File: src/sv/pfc_pkg.sv
// shared types, constants and the per-byte scan step of the video frame counter
package pfc_pkg;

    localparam int COUNT_BITS_DEF = 24;

    localparam int WIN_LEN = 10;
    localparam int AVAIL_W = 4;
    localparam logic [AVAIL_W-1:0] WIN_FULL = 4'd10;
    localparam logic [AVAIL_W-1:0] FLUSH_START = 4'd9;
    localparam logic [AVAIL_W-1:0] PREFIX_MIN = 4'd4;
    localparam logic [AVAIL_W-1:0] PREFIX_HDR_MIN = 4'd5;

    localparam int PKT_W = 17;
    localparam int HDR_W = 9;
    localparam int PSKIP_W = 3;

    localparam logic [7:0] CODE_ZERO = 8'h00;
    localparam logic [7:0] CODE_ONE = 8'h01;
    localparam logic [7:0] VIDEO_STREAM_ID = 8'hE0;
    localparam logic [PKT_W-1:0] PES_LEN_EXTRA = 17'd5;
    localparam logic [HDR_W-1:0] PES_HDR_FIXED = 9'd8;
    localparam logic [4:0] NAL_SLICE = 5'd1;
    localparam logic [4:0] NAL_IDR = 5'd5;
    localparam logic [PSKIP_W-1:0] PREFIX3_LEN = 3'd3;
    localparam logic [PSKIP_W-1:0] PREFIX4_LEN = 3'd4;

    localparam int APB_ADDR_W = 3;
    localparam logic REG_START_TICKS = 1'b0;
    localparam logic REG_FRAME_TICKS = 1'b1;
    localparam logic [31:0] START_TICKS_RST = 32'd0;
    localparam logic [15:0] FRAME_TICKS_RST = 16'd3003;

    typedef logic [WIN_LEN-1:0][7:0] window_t;

    typedef enum logic [1:0] {
        PH_SEARCH = 2'b01,
        PH_PACKET = 2'b10
    } phase_t;

    typedef enum logic [3:0] {
        ST_RUN   = 4'b0001,
        ST_FLUSH = 4'b0010,
        ST_MUL   = 4'b0100,
        ST_SUM   = 4'b1000
    } ctrl_state_t;

    typedef struct packed {
        phase_t             phase;
        logic [PKT_W-1:0]   packet_left;
        logic [HDR_W-1:0]   header_left;
        logic [PSKIP_W-1:0] prefix_left;
    } scan_t;

    typedef struct packed {
        scan_t scan;
        logic  hit;
    } judge_t;

    localparam scan_t SCAN_RST = '{
        phase: PH_SEARCH,
        packet_left: '0,
        header_left: '0,
        prefix_left: '0
    };

    // one step of the scanner on the oldest window byte, avail bytes known up to stream end
    function automatic judge_t judge_byte(scan_t cur, window_t w, logic [AVAIL_W-1:0] avail);
        judge_t             res;
        logic [PSKIP_W-1:0] plen;
        logic [4:0]         nal;
        res = '{scan: cur, hit: 1'b0};
        plen = '0;
        nal = '0;
        if (cur.phase == PH_SEARCH) begin
            if (avail >= WIN_FULL && w[0] == CODE_ZERO && w[1] == CODE_ZERO &&
                w[2] == CODE_ONE && w[3] == VIDEO_STREAM_ID) begin
                res.scan.packet_left = PKT_W'({w[4], w[5]}) + PES_LEN_EXTRA;
                res.scan.header_left = HDR_W'(w[8]) + PES_HDR_FIXED;
                res.scan.prefix_left = '0;
                res.scan.phase = PH_PACKET;
            end
        end else begin
            if (cur.header_left != '0) begin
                res.scan.header_left = cur.header_left - HDR_W'(1);
            end else if (cur.prefix_left != '0) begin
                res.scan.prefix_left = cur.prefix_left - PSKIP_W'(1);
            end else if (cur.packet_left >= PKT_W'(PREFIX_MIN) && avail >= PREFIX_MIN &&
                         w[0] == CODE_ZERO && w[1] == CODE_ZERO) begin
                if (w[2] == CODE_ONE) begin
                    plen = PREFIX3_LEN;
                    nal = w[3][4:0];
                end else if (w[2] == CODE_ZERO && w[3] == CODE_ONE) begin
                    plen = PREFIX4_LEN;
                    if (cur.packet_left >= PKT_W'(PREFIX_HDR_MIN) && avail >= PREFIX_HDR_MIN) begin
                        nal = w[4][4:0];
                    end
                end
                if (plen != '0) begin
                    res.hit = (nal == NAL_SLICE) || (nal == NAL_IDR);
                    res.scan.prefix_left = plen;
                end
            end
            res.scan.packet_left = cur.packet_left - PKT_W'(1);
            if (res.scan.packet_left == '0) begin
                res.scan.phase = PH_SEARCH;
                res.scan.header_left = '0;
                res.scan.prefix_left = '0;
            end
        end
        return res;
    endfunction

endpackage

File: src/sv/pes_h264_frame_counter_top.sv
// video frame counter for a program stream: scans video packets for slice NAL prefixes
// The block takes one stream byte per cycle while s_ready is high and holds the last ten
// bytes in a window; each byte is judged once nine later bytes are in, so a video packet
// start (00 00 01 E0) is seen with its length and header length at hand, and the payload is
// scanned for 00 00 01 and 00 00 00 01 prefixes whose NAL type is 1 or 5. After the byte
// marked last, s_ready drops while the up to nine held bytes are judged one per cycle; the
// flush stops once no packet is open. Then ST_MUL forms the count times frame_ticks product
// and ST_SUM does the add and saturation; the result then goes to an output register and
// the next stream may start while it waits to be taken. The stream end is held up longer
// while an earlier result still waits in the output register.
// start_ticks sits at address 0 and frame_ticks at address 4; write them only while idle.
module pes_h264_frame_counter_top
    import pfc_pkg::*;
#(
    parameter int COUNT_BITS = COUNT_BITS_DEF
) (
    input  logic                  aclk,
    input  logic                  aresetn,
    input  logic [7:0]            s_data_byte,
    input  logic                  s_last_byte,
    input  logic                  s_valid,
    output logic                  s_ready,
    output logic [23:0]           m_frame_count,
    output logic [31:0]           m_total_ticks,
    output logic                  m_found,
    output logic                  m_valid,
    input  logic                  m_ready,
    input  logic                  psel,
    input  logic                  penable,
    input  logic                  pwrite,
    input  logic [APB_ADDR_W-1:0] paddr,
    input  logic [31:0]           pwdata,
    output logic [31:0]           prdata,
    output logic                  pready
);

    localparam int PROD_W = COUNT_BITS + 16;
    localparam int SUM_W = ((PROD_W > 32) ? PROD_W : 32) + 1;

    logic [31:0]            start_ticks_reg;
    logic [15:0]            frame_ticks_reg;

    ctrl_state_t            state_reg, state_next;
    scan_t                  scan_reg, scan_next;
    window_t                win_reg, win_next;
    logic [AVAIL_W-1:0]     fill_reg, fill_next;
    logic [AVAIL_W-1:0]     avail_reg, avail_next;
    logic [COUNT_BITS-1:0]  frames_reg, frames_next;
    logic [PROD_W-1:0]      prod_reg;

    logic [23:0]            frame_count_reg;
    logic [31:0]            duration_reg;
    logic                   found_reg;
    logic                   m_valid_reg;

    logic                   in_accept;
    logic                   cfg_write;
    logic                   out_load;
    window_t                win_shift;
    window_t                win_flush;
    logic [AVAIL_W-1:0]     fill_inc;
    window_t                judge_win;
    logic [AVAIL_W-1:0]     judge_avail;
    judge_t                 jres;
    logic                   do_judge;
    logic [SUM_W-1:0]       dur_sum;
    logic [31:0]            dur_sat;
    logic [COUNT_BITS+23:0] frames_ext;

    // config port
    assign pready = 1'b1;
    assign cfg_write = psel & penable & pwrite;

    always_ff @(posedge aclk) begin
        if (!aresetn) begin
            start_ticks_reg <= START_TICKS_RST;
            frame_ticks_reg <= FRAME_TICKS_RST;
        end else if (cfg_write) begin
            unique case (paddr[2])
                REG_START_TICKS: start_ticks_reg <= pwdata;
                REG_FRAME_TICKS: frame_ticks_reg <= pwdata[15:0];
                default: ;
            endcase
        end
    end

    always_comb begin
        unique case (paddr[2])
            REG_START_TICKS: prdata = start_ticks_reg;
            REG_FRAME_TICKS: prdata = {16'b0, frame_ticks_reg};
            default:         prdata = '0;
        endcase
    end

    // byte scan
    assign s_ready = (state_reg == ST_RUN);
    assign in_accept = s_valid & s_ready;
    assign win_shift = {s_data_byte, win_reg[WIN_LEN-1:1]};
    assign win_flush = {CODE_ZERO, win_reg[WIN_LEN-1:1]};
    assign fill_inc = (fill_reg == WIN_FULL) ? WIN_FULL : fill_reg + AVAIL_W'(1);
    assign judge_win = (state_reg == ST_RUN) ? win_shift : win_flush;
    assign judge_avail = (state_reg == ST_RUN) ? WIN_FULL : avail_reg;
    assign jres = judge_byte(scan_reg, judge_win, judge_avail);

    // result stage
    assign dur_sum = SUM_W'(prod_reg) + SUM_W'(start_ticks_reg);
    assign dur_sat = (dur_sum[SUM_W-1:32] != '0) ? 32'hFFFF_FFFF : dur_sum[31:0];
    assign frames_ext = {24'b0, frames_reg};
    assign out_load = (state_reg == ST_SUM) && (!m_valid_reg || m_ready);

    always_comb begin
        state_next = state_reg;
        scan_next = scan_reg;
        win_next = win_reg;
        fill_next = fill_reg;
        avail_next = avail_reg;
        frames_next = frames_reg;
        do_judge = 1'b0;
        unique case (state_reg)
            ST_RUN: begin
                if (in_accept) begin
                    win_next = win_shift;
                    fill_next = fill_inc;
                    do_judge = (fill_inc == WIN_FULL);
                    if (s_last_byte) begin
                        avail_next = FLUSH_START;
                        state_next = ST_FLUSH;
                    end
                end
            end
            ST_FLUSH: begin
                if (scan_reg.phase == PH_SEARCH || avail_reg == '0) begin
                    state_next = ST_MUL;
                end else begin
                    win_next = win_flush;
                    do_judge = (avail_reg <= fill_reg);
                    avail_next = avail_reg - AVAIL_W'(1);
                end
            end
            ST_MUL: begin
                state_next = ST_SUM;
            end
            ST_SUM: begin
                if (out_load) begin
                    scan_next = SCAN_RST;
                    fill_next = '0;
                    frames_next = '0;
                    state_next = ST_RUN;
                end
            end
            default: state_next = ST_RUN;
        endcase
        if (do_judge) begin
            scan_next = jres.scan;
            if (jres.hit && frames_reg != '1) begin
                frames_next = frames_reg + COUNT_BITS'(1);
            end
        end
    end

    always_ff @(posedge aclk) begin
        if (!aresetn) begin
            state_reg <= ST_RUN;
            scan_reg <= SCAN_RST;
            fill_reg <= '0;
            avail_reg <= '0;
            frames_reg <= '0;
        end else begin
            state_reg <= state_next;
            scan_reg <= scan_next;
            fill_reg <= fill_next;
            avail_reg <= avail_next;
            frames_reg <= frames_next;
        end
    end

    always_ff @(posedge aclk) begin
        win_reg <= win_next;
        if (state_reg == ST_MUL) begin
            prod_reg <= PROD_W'(frames_reg) * PROD_W'(frame_ticks_reg);
        end
        if (out_load) begin
            frame_count_reg <= frames_ext[23:0];
            found_reg <= (frames_reg != '0);
            duration_reg <= (frames_reg != '0) ? dur_sat : 32'd0;
        end
    end

    // output register
    always_ff @(posedge aclk) begin
        if (!aresetn) begin
            m_valid_reg <= 1'b0;
        end else if (out_load) begin
            m_valid_reg <= 1'b1;
        end else if (m_ready) begin
            m_valid_reg <= 1'b0;
        end
    end

    assign m_valid = m_valid_reg;
    assign m_frame_count = frame_count_reg;
    assign m_total_ticks = duration_reg;
    assign m_found = found_reg;

endmodule

File: config.mk
export PLATFORM = sky130hd
export DESIGN_NAME = pes_h264_frame_counter_top
export DESIGN_NICKNAME = d
export VERILOG_FILES = /design/src/sv/pfc_pkg.sv /design/src/sv/pes_h264_frame_counter_top.sv
export SDC_FILE = /design/constraint.sdc
export NUM_CORES = 1
export LEC_CHECK = 0
export BUFFER_PORTS_ARGS = -buffer_cell sky130_fd_sc_hd__buf_4
export CORE_UTILIZATION = 40
export DETAILED_ROUTE_END_ITERATION = 16
export PLACE_DENSITY = 0.62
export SLEW_MARGIN = 20
export SYNTH_ARGS = -nofsm -noshare
export SYNTH_HDL_FRONTEND = slang
export SYNTH_SLANG_ARGS = --single-unit
File: constraint.sdc
create_clock -name aclk -period 7.8 [get_ports aclk]
set_clock_uncertainty 0.15 [all_clocks]
set_input_delay 0 -clock aclk [delete_from_list [all_inputs] [get_ports aclk]]
set_output_delay 0 -clock aclk [all_outputs]
set_load 0.02 [all_outputs]
-- Yosys cells after proc, flatten, opt, wreduce, memory -nomap -nowiden
Index checks and enable logic that the tools add are counted.
W data, S select, Z words.
- flip-flop bits (word level): 285
- latch bits: 0
- bits in writable memories: 0
- ROM bits: 0
- input port bits: 51
- output and inout bits: 92
- logic and storage cells: 163
- memories kept: 0
- add/sub/neg operators: 9
- multiply operators: 1
- divide/modulo/power cells: 0
- $lt $le $gt $ge: 6
- equal/unequal tests: 24
- shift operators: 0
- muxes and demuxes: 55
- bitwise operators: 4
- reduce and logical (&&, ||, !) cells: 40
- operators by type and width (cell ; count):
    $mux W80 ; 2
    $pmux W80 S2 ; 1
    $mux W31 ; 5
    $mux W24 ; 4
    $pmux W32 S2 ; 1
    $mux W4 ; 14
    $add A40 B32 Y41 ; 1
    $mul A24 B16 Y40 ; 1
    $mux W5 ; 7
    $ge A17 B3 Y1 const B ; 2
    $mux W32 ; 1
    $add A24 B1 Y24 const B ; 1
    $logic_not A8 Y1 ; 3
    $ne A24 B24 Y1 const B ; 1
    $reduce_bool A24 Y1 ; 1
    $mux W3 ; 7
    $reduce_bool A9 Y1 ; 2
    $add A16 B3 Y17 const B ; 1
    $logic_not A17 Y1 ; 1
    $sub A17 B1 Y17 const B ; 1
    $eq A8 B1 Y1 const B ; 2
    $pmux W4 S2 ; 2
    $pmux W4 S4 ; 1
    $reduce_and A4 Y1 ; 4
    other kinds (39) ; 73

-- Logic depth before layout (Yosys ltp)
Gate-level depths: netlist (run 1).
- depth after elaboration: 21
- gate-level depth with buffers: 25
- depth with buffers taken out: 23

-- Least setup slack after synthesis (run 1)
Ideal clock, no wire load.
- path kind: register to register
- start: register frames_reg[10]
- end: register prod_reg[38] (data pin)
- library setup time: 0.278 ns
- arrival time: 6.438 ns
- required time: 7.372 ns
- slack: 0.934 ns
- stages on the path, launching flop included: 23
- path buffers: 2
- period minus slack after synthesis: 6.866 ns
- cells stage by stage: dfxtp_1 > clkbuf_1 > clkbuf_1 > nand2_1 > fa_1 > inv_1 > fa_1 > fa_1 > fa_1 > fa_1 > inv_1 > fa_1 > inv_1 > ha_1 > nand2_1 > o21ai_0 > or3_1 > a211oi_1 > or3_1 > o31a_1 > a2111oi_0 > or2_2 > o311ai_0
- longest elaborated chain between the ends: 1
- ends and longest elaborated chain (item ; RTL line ; text):
    start, declared ; pes_h264_frame_counter_top.sv:48 ; logic [COUNT_BITS-1:0] frames_reg, frames_next;
    start signal, assigned ; pes_h264_frame_counter_top.sv:173 ; frames_reg <= frames_next;
    $mul A24 B16 Y40 ; pes_h264_frame_counter_top.sv:180 ; prod_reg <= PROD_W'(frames_reg) * PROD_W'(frame_ticks_reg);
    end signal, assigned ; pes_h264_frame_counter_top.sv:180 ;
    end, declared ; pes_h264_frame_counter_top.sv:49 ; logic [PROD_W-1:0] prod_reg;
Every way passes these cells.
A chain may end at the register's enable or synchronous reset.

-- Worst setup path in the final report (run 1)
- start: register frames_reg[12]
- end: register prod_reg[38] (data pin)
Same word-level chain as after synthesis.

==> load_flow_metrics.sql, run 1 <==
INSERT INTO impl_metrics (metric_group, metric, value, unit) VALUES
('cts', 'post-cts-setup-buffers', '0', ''),
('critical_path', 'r2r_cell_count', '20', ''),
('synthesis', 'ys_seq_elements', '285', ''),
('synthesis', 'synthesis.nets', '3411', ''),
('sta', 'hold_viol', '0', ''),
('power_and_ir_drop', 'power.leakage', '0.01306', 'uW'),
('final_layout', 'final_net_count', '3572', ''),
('synthesis', 'top_count_cell_post_synth', 'sky130_fd_sc_hd__nand2_1', ''),
('sta', 'finalCriticalPeriod', '7500', 'ps'),
('critical_path', 'worstReg2RegEnd', 'prod_reg[38]', ''),
('sta', 'max_slew.worst_pin.slew', '991.7', 'ps'),
('run_status', 'run_status', 'complete, no violations', ''),
('placed_design', 'finalWeightedCongestion', '0.9046', ''),
('hold_path', 'worst_hold_end', 'frame_ticks_reg[12]', ''),
('critical_path', 'cp-end-kind', 'flip-flop', ''),
('synthesis', 'synth_enable_flop_cells', '169', ''),
('global_route', 'first_pass_grt_wire_length', '118000', 'um'),
('synthesis', 'ys.flop_type', 'sky130_fd_sc_hd__edfxtp_1', ''),
('critical_path', 'setup.worst_path.class', 'reg -> reg', ''),
('sta', 'tns', '0', 'ps'),
('critical_path', 'critPathLaunchType', 'flip-flop', ''),
('sta', 'slew_viol_final', '0', ''),
('floorplan', 'die-area', '0.06727', 'mm2'),
('floorplan', 'die_y', '259.4', 'um'),
('synthesis', 'syn-cell-area', '0.02649', 'mm2'),
('cts', 'cts_inserted_buffers', '30', ''),
('critical_path', 'r2r_start', 'frames_reg[12]', ''),
('global_route', 'first_global_vias', '21920', ''),
('synthesis', 'synth.top_cell.area_share', '23.20', '%'),
('sta', 'fin_crit_sh', '96.16', '%'),
('sta', 'finalSetupViolCount', '0', ''),
('drt', 'dr.first_iter.drc_count', '1643', ''),
('run', 'maxCapViolations', '0', ''),
('cts', 'cts-root-to-sink-buffers', '3', ''),
('hold_path', 'hold_path.class', 'in -> reg', ''),
('sta', 'grt_setup_unrepaired', 'no', ''),
('drt', 'wire_per_inst', '18.57', 'um'),
('floorplan', 'fp-row-count', '93', ''),
('sta', 'slew_headroom', '33.89', '%'),
('synthesis', 'synth_top_cells_by_area', 'sky130_fd_sc_hd__fa_1 23%, sky130_fd_sc_hd__edfxtp_1 19%, sky130_fd_sc_hd__dfxtp_1 8.8%', ''),
('critical_path', 'critical_path.max_fanout', '17', ''),
('drt', 'firstDrtPassIters', '5', ''),
('floorplan', 'top_level_ports', '143', ''),
('final_layout', 'max_reg_flops', '72', ''),
('floorplan', 'initial_core_util', '40.80', '%'),
('critical_path', 'arrival_time_of_the_worst_setup_path', '7680', 'ps'),
('hold_path', 'holdPathStages', '5', ''),
('global_route', 'antenna_found_initial', '1', ''),
('global_route', 'grt.overflow.total', '0', ''),
('floorplan', 'die_width', '259.4', 'um'),
('cts', 'cts_num_sinks', '285', ''),
('synthesis', 'netlist_instances', '2891', ''),
('final_layout', 'drive_above_1_share', '9.980', '%'),
('drt', 'detail_route.vias_per_cell', '5.403', ''),
('critical_path', 'required_time_at_the_worst_slack_endpoint', '7980', 'ps'),
('placed_design', 'detailed_place_hpwl', '57130', 'um'),
('hold_path', 'hold_path.startpoint', 'paddr[2]', ''),
('drt', 'postRouteWirelength', '72990', 'um'),
('synthesis', 'post_synth_num_cell_types', '84', ''),
('synthesis', 'synth-warning-count', '0', ''),
('synthesis', 'synth.largest_area_cell', 'sky130_fd_sc_hd__fa_1', ''),
('power_and_ir_drop', 'pwr_density_cell', '108.7', 'mW/mm2'),
('cts', 'clkLatencyLatePin', '600', 'ps'),
('synthesis', 'synth-seq-area-share', '27.92', '%'),
('power_and_ir_drop', 'worst_ir_drop_vdd', '0.1725', 'mV'),
('global_route', 'groute.usage.overall', '21.94', '%'),
('drt', 'dr_total_vias', '21240', ''),
('cts', 'cts_clk_pin_slew_worst_paths', '70', 'ps'),
('drt', 'drc_errors', '0', ''),
('floorplan', 'core_region_area', '0.06493', 'mm2'),
('global_route', 'grt_max_degree', '73', '');
[worst max-delay path by stage]
stage	from	endpoint	slack, ps
after global placement	frame_ticks_reg[3]	prod_reg[38]	470
after CTS	frame_ticks_reg[3]	prod_reg[38]	300
final	frames_reg[12]	prod_reg[38]	300
after floorplan	frames_reg[10]	prod_reg[38]	930
after detailed placement	frame_ticks_reg[3]	prod_reg[38]	290
after global routing	frames_reg[12]	prod_reg[38]	40
[cell usage in the layout, fill, tap and decap left out, types with 20 or more instances in the layout]
cell type and count:
sky130_fd_sc_hd__nor2_1 103, sky130_fd_sc_hd__nand2_1 422, sky130_fd_sc_hd__xnor2_1 47, sky130_fd_sc_hd__buf_4 204, sky130_fd_sc_hd__fa_1 307, sky130_fd_sc_hd__nand3_1 56
sky130_fd_sc_hd__ha_1 162, sky130_fd_sc_hd__o21ai_0 86, sky130_fd_sc_hd__xor2_1 39, sky130_fd_sc_hd__o21a_1 20, sky130_fd_sc_hd__edfxtp_1 169, sky130_fd_sc_hd__clkbuf_16 31
sky130_fd_sc_hd__dfxtp_1 114, sky130_fd_sc_hd__and2_1 182, sky130_fd_sc_hd__nor2b_1 41, sky130_fd_sc_hd__dlygate4sd3_1 71, sky130_fd_sc_hd__inv_1 406, sky130_fd_sc_hd__nor3_1 50
sky130_fd_sc_hd__a21o_1 26, sky130_fd_sc_hd__a31oi_1 20, sky130_fd_sc_hd__a21oi_1 200, sky130_fd_sc_hd__nand4_1 26
[power breakdown]
part / total (uW) / internal [uW] / switching [uW]
Sequential: 1660 / 1630 / 37.5
Clock: 1440 / 798 / 639
Combinational: 191 / 81.6 / 109
Total: 3290 / 2510 / 785
[per-layer routing]
layer	share of wire (%)	global-route usage, %
met1	44	30.15
met2	47	36.20
met3	5.6	2.314
met4	3.0	7.042
met5	0	0
[cells by family (layout without fill, tap and decap cells)]
| family | count (synthesis) | after routing | synth area share, % |
|---|---|---|---|
| AND/OR/NAND/NOR | 1007 | 1007 | 18.74 |
| buffers and inverters | 554 | 739 | 7.967 |
| XOR/XNOR | 86 | 86 | 2.843 |
| other | 1 | 1 | 0.01415 |
| adder cells (fa/ha/maj) | 469 | 469 | 30.85 |
| flip-flops | 285 | 285 | 27.92 |
| multiplexers | 21 | 21 | 0.8737 |
| AO/OA/AOI/OAI | 468 | 468 | 10.79 |
[critical path, stage by stage, from the launching register on]
cell	delay [ps]
sky130_fd_sc_hd__dfxtp_1	850
sky130_fd_sc_hd__nand2_1	160
sky130_fd_sc_hd__fa_1	520
sky130_fd_sc_hd__inv_1	60
sky130_fd_sc_hd__fa_1	530
sky130_fd_sc_hd__fa_1	460
sky130_fd_sc_hd__fa_1	520
sky130_fd_sc_hd__fa_1	550
sky130_fd_sc_hd__inv_1	70
sky130_fd_sc_hd__fa_1	530
sky130_fd_sc_hd__inv_1	50
sky130_fd_sc_hd__ha_1	400
sky130_fd_sc_hd__nand2_1	80
sky130_fd_sc_hd__o21ai_0	240
sky130_fd_sc_hd__or3_1	150
sky130_fd_sc_hd__a211oi_1	60
sky130_fd_sc_hd__or3_1	460
sky130_fd_sc_hd__o31a_1	380
sky130_fd_sc_hd__a2111oi_0	630
sky130_fd_sc_hd__or2_2	230
sky130_fd_sc_hd__o311ai_0	130
[final cells by class]
class | count | area (um2)
flip-flops and latches | 285 | 7400
multi-input cells | 2052 | 17040
repair buffers | 275 | 2242
clock inverters | 19 | 170.2
inverters | 408 | 1531
clock buffers | 37 | 828.3
fillers | 6105 | 34650
well taps | 855 | 1070
[what timing repair did]
item | CTS | global route
gates resized for setup | 0 | 2
hold endpoints to repair | 86 | 0
hold buffers | 71 | 0
setup endpoints to repair | 0 | 1
[stage by stage]
stage	cells	hold slack [ps]	area, um2	setup WS (ps)	power (uW)
2_1_floorplan	2891	-26.03	26490	933.8	1777
3_3_place_gp	3804	70.14	28550	468.7	1854
3_5_place_dp	3804	78.06	28550	290.1	1860
4_1_cts	3931	19.86	30260	301.4	3329
5_1_grt	3931	69.49	30280	42.45	3399
6_report	3931	42.79	30280	299.8	3292
No activity file was read; power rests on OpenSTA's default activity.
==> run 2, diff against run 1 <==
--- a/config.mk
+++ b/config.mk
@@ -6,9 +6,11 @@
 export NUM_CORES = 1
 export LEC_CHECK = 0
 export BUFFER_PORTS_ARGS = -buffer_cell sky130_fd_sc_hd__buf_4
+export CELL_PAD_IN_SITES_DETAIL_PLACEMENT = 0
+export CELL_PAD_IN_SITES_GLOBAL_PLACEMENT = 1
 export CORE_UTILIZATION = 40
 export DETAILED_ROUTE_END_ITERATION = 16
-export PLACE_DENSITY = 0.62
+export PLACE_DENSITY = 0.74
 export SLEW_MARGIN = 20
 export SYNTH_ARGS = -nofsm -noshare
 export SYNTH_HDL_FRONTEND = slang
==> load_flow_metrics.sql, run 2 (synthesis results as in run 1) <==
INSERT INTO impl_metrics (metric_group, metric, value, unit) VALUES
('run_status', 'run_status', 'complete, no violations', ''),
('drt', 'detail_route.vias_per_cell', '5.316', ''),
('critical_path', 'reg2reg_slack', '480', 'ps'),
('global_route', 'grt_max_degree', '73', ''),
('cts', 'htreeDepth', '1', ''),
('floorplan', 'fp-row-count', '93', ''),
('cts', 'cts-root-to-sink-buffers', '3', ''),
('cts', 'cts_clk_pin_slew_worst_paths', '70', 'ps'),
('cts', 'cts_tree', 'yes', ''),
('hold_path', 'hold_path.class', 'in -> reg', ''),
('critical_path', 'worstReg2RegEnd', 'prod_reg[38]', ''),
('final_layout', 'final_net_count', '3571', ''),
('floorplan', 'top_level_ports', '143', ''),
('final_layout', 'layout.cells.most_common', 'sky130_fd_sc_hd__nand2_1', ''),
('hold_path', 'holdPathStages', '5', ''),
('placed_design', 'finalWeightedCongestion', '0.9238', ''),
('sta', 'grt_setup_unrepaired', 'no', ''),
('placed_design', 'detailed_place_hpwl', '58430', 'um'),
('sta', 'max_slew.worst_pin.slew', '1091', 'ps'),
('drt', 'postRouteWirelength', '74060', 'um'),
('floorplan', 'die_width', '259.4', 'um'),
('critical_path', 'crit_path_top_delay_cell', 'sky130_fd_sc_hd__dfxtp_1', ''),
('final_layout', 'max_reg_flops', '72', ''),
('final_layout', 'syn_to_final_growth', '14.26', '%'),
('run', 'maxCapViolations', '0', ''),
('critical_path', 'arrival_time_of_the_worst_setup_path', '7490', 'ps'),
('drt', 'ant_nets', '0', ''),
('critical_path', 'cpMostUsedCell', 'sky130_fd_sc_hd__fa_1', ''),
('power_and_ir_drop', 'power.leakage', '0.01307', 'uW'),
('final_layout', 'utilization', '46.62', '%'),
('drt', 'drc_errors', '0', ''),
('drt', 'dr.first_iter.drc_count', '1566', ''),
('sta', 'finalCriticalPeriod', '7316', 'ps'),
('global_route', 'grt.overflow.total', '0', ''),
('floorplan', 'initial_core_util', '40.80', '%'),
('final_layout', 'drive_above_1_share', '10.18', '%'),
('hold_path', 'hold_path.startpoint', 'paddr[2]', ''),
('critical_path', 'critical_path.cell_chain', 'buf_4 > nand2_1 > fa_1 > fa_1 > fa_1 > fa_1 > inv_1 > fa_1 > fa_1 > ha_1 > nand4_1 > o211ai_1 > a211oi_1 > or3_1 > o31a_1 > a2111oi_0 > or2_2 > o311ai_0', ''),
('power_and_ir_drop', 'pwr_density_cell', '110.3', 'mW/mm2'),
('cts', 'cts_inserted_buffers', '31', ''),
('final_layout', 'insertedDiodeCount', '0', ''),
('floorplan', 'die-area', '0.06727', 'mm2'),
('global_route', 'first_global_vias', '21840', ''),
('sta', 'finalSetupViolCount', '0', ''),
('floorplan', 'core_region_area', '0.06493', 'mm2'),
('final_layout', 'most-common-layout-cells', '422 x sky130_fd_sc_hd__nand2_1, 406 x sky130_fd_sc_hd__inv_1, 307 x sky130_fd_sc_hd__fa_1', ''),
('sta', 'hold_viol', '0', ''),
('critical_path', 'setup.worst_path.class', 'reg -> reg', ''),
('sta', 'slew_viol_final', '0', ''),
('critical_path', 'critical_path.max_fanout', '16', ''),
('floorplan', 'die_y', '259.4', 'um'),
('hold_path', 'worst_hold_end', 'frame_ticks_reg[15]', ''),
('sta', 'slew_headroom', '27.16', '%'),
('global_route', 'antenna_found_initial', '2', ''),
('global_route', 'groute.usage.overall', '22.30', '%'),
('cts', 'clock_tree_root', 'sky130_fd_sc_hd__clkbuf_16', ''),
('global_route', 'first_pass_grt_wire_length', '118900', 'um'),
('drt', 'wire_per_inst', '18.84', 'um'),
('placed_design', 'port-buffer-count', '139', ''),
('critical_path', 'r2r_cell_count', '18', ''),
('cts', 'post-cts-setup-buffers', '0', ''),
('critical_path', 'critPathLaunchType', 'flip-flop', ''),
('cts', 'clkLatencyLatePin', '600', 'ps'),
('power_and_ir_drop', 'worst_ir_drop_vdd', '0.1533', 'mV'),
('sta', 'fin_crit_sh', '93.80', '%'),
('drt', 'firstDrtPassIters', '8', ''),
('critical_path', 'cp-end-kind', 'flip-flop', ''),
('drt', 'dr_total_vias', '20900', ''),
('critical_path', 'r2r_start', 'frame_ticks_reg[2]', ''),
('critical_path', 'required_time_at_the_worst_slack_endpoint', '7970', 'ps'),
('critical_path', 'critical_path.max_stage_delay', '840', 'ps'),
('cts', 'cts_num_sinks', '285', ''),
('sta', 'timing.fmax', '136.7', 'MHz'),
('sta', 'tns', '0', 'ps');
-- run 2: cell types whose count changed in the layout (fill, tap and decap cells not counted), sizes merged --
cell / delta
buf: +4
bufinv: +2
dlygate4sd3: -6
clkinvlp: +1
clkbuf: -1
-- run 2: cell type report --
type	instances	area (um2)
Fill cell	6184	34660
Multi-Input combinational cell	2052	17020
Sequential cell	285	7403
Timing Repair Buffer	273	2225
Inverter	408	1531
Tap cell	855	1070
Clock buffer	36	794.5
Clock inverter	22	224.0
-- run 2: routing by layer --
metal  track usage (%)  up-vias  part of all wire, %
met1             30.27    10380                   45
met2             37.37      575                   47
met4             6.667        2                  2.8
met3             2.441      120                  4.6
met5                 0        -                0.018
li1                  -     9818                    -
-- run 2: worst max path at each step --
stage | from | end | slack (ps) | cells past startpoint
floorplan | frames_reg[10] | prod_reg[38] | 930 | 22
global placement | frame_ticks_reg[15] | prod_reg[38] | 370 | 19
detailed placement | frame_ticks_reg[15] | prod_reg[38] | 370 | 19
CTS | frame_ticks_reg[15] | prod_reg[38] | 340 | 19
global route | frame_ticks_reg[2] | prod_reg[38] | 30 | 20
finish | frame_ticks_reg[2] | prod_reg[38] | 480 | 18
-- run 2: critical path: cells and delay by family, from the launching register on --
kind / cells / cell delay, ps
DFF: 1 / 840
AOI/OAI and AO/OA: 5 / 1430
and+or+nand+nor: 4 / 940
buffers and inverters: 2 / 300
adders and majority gates: 7 / 3360
-- run 2: where the power goes --
part	switching (uW)	leakage (uW)	total, uW	internal (uW)
clock network	645	0.000495	1480	838
registers	37.9	0.00251	1670	1630
logic	109	0.0101	191	82.4
-- run 2: what timing repair did --
action / 4_1_cts / 5_1_grt
resized for setup: 0 / 5
setup endpoints to repair: 0 / 1
hold buffers: 65 / 0
hold endpoints to repair: 86 / 0
-- run 2: through the flow --
step | setup slack, ps | power [uW] | cells | instance area [um2] | hold slack [ps]
detailed placement | 370.1 | 1864 | 3808 | 28590 | 94.79
global route | 28.40 | 3457 | 3931 | 30270 | 50.66
CTS | 337.4 | 3375 | 3931 | 30260 | 39.49
finish | 483.5 | 3340 | 3931 | 30270 | 29.23
global placement | 367.4 | 1859 | 3808 | 28590 | 81.17
floorplan | 933.8 | 1777 | 2891 | 26490 | -26.03
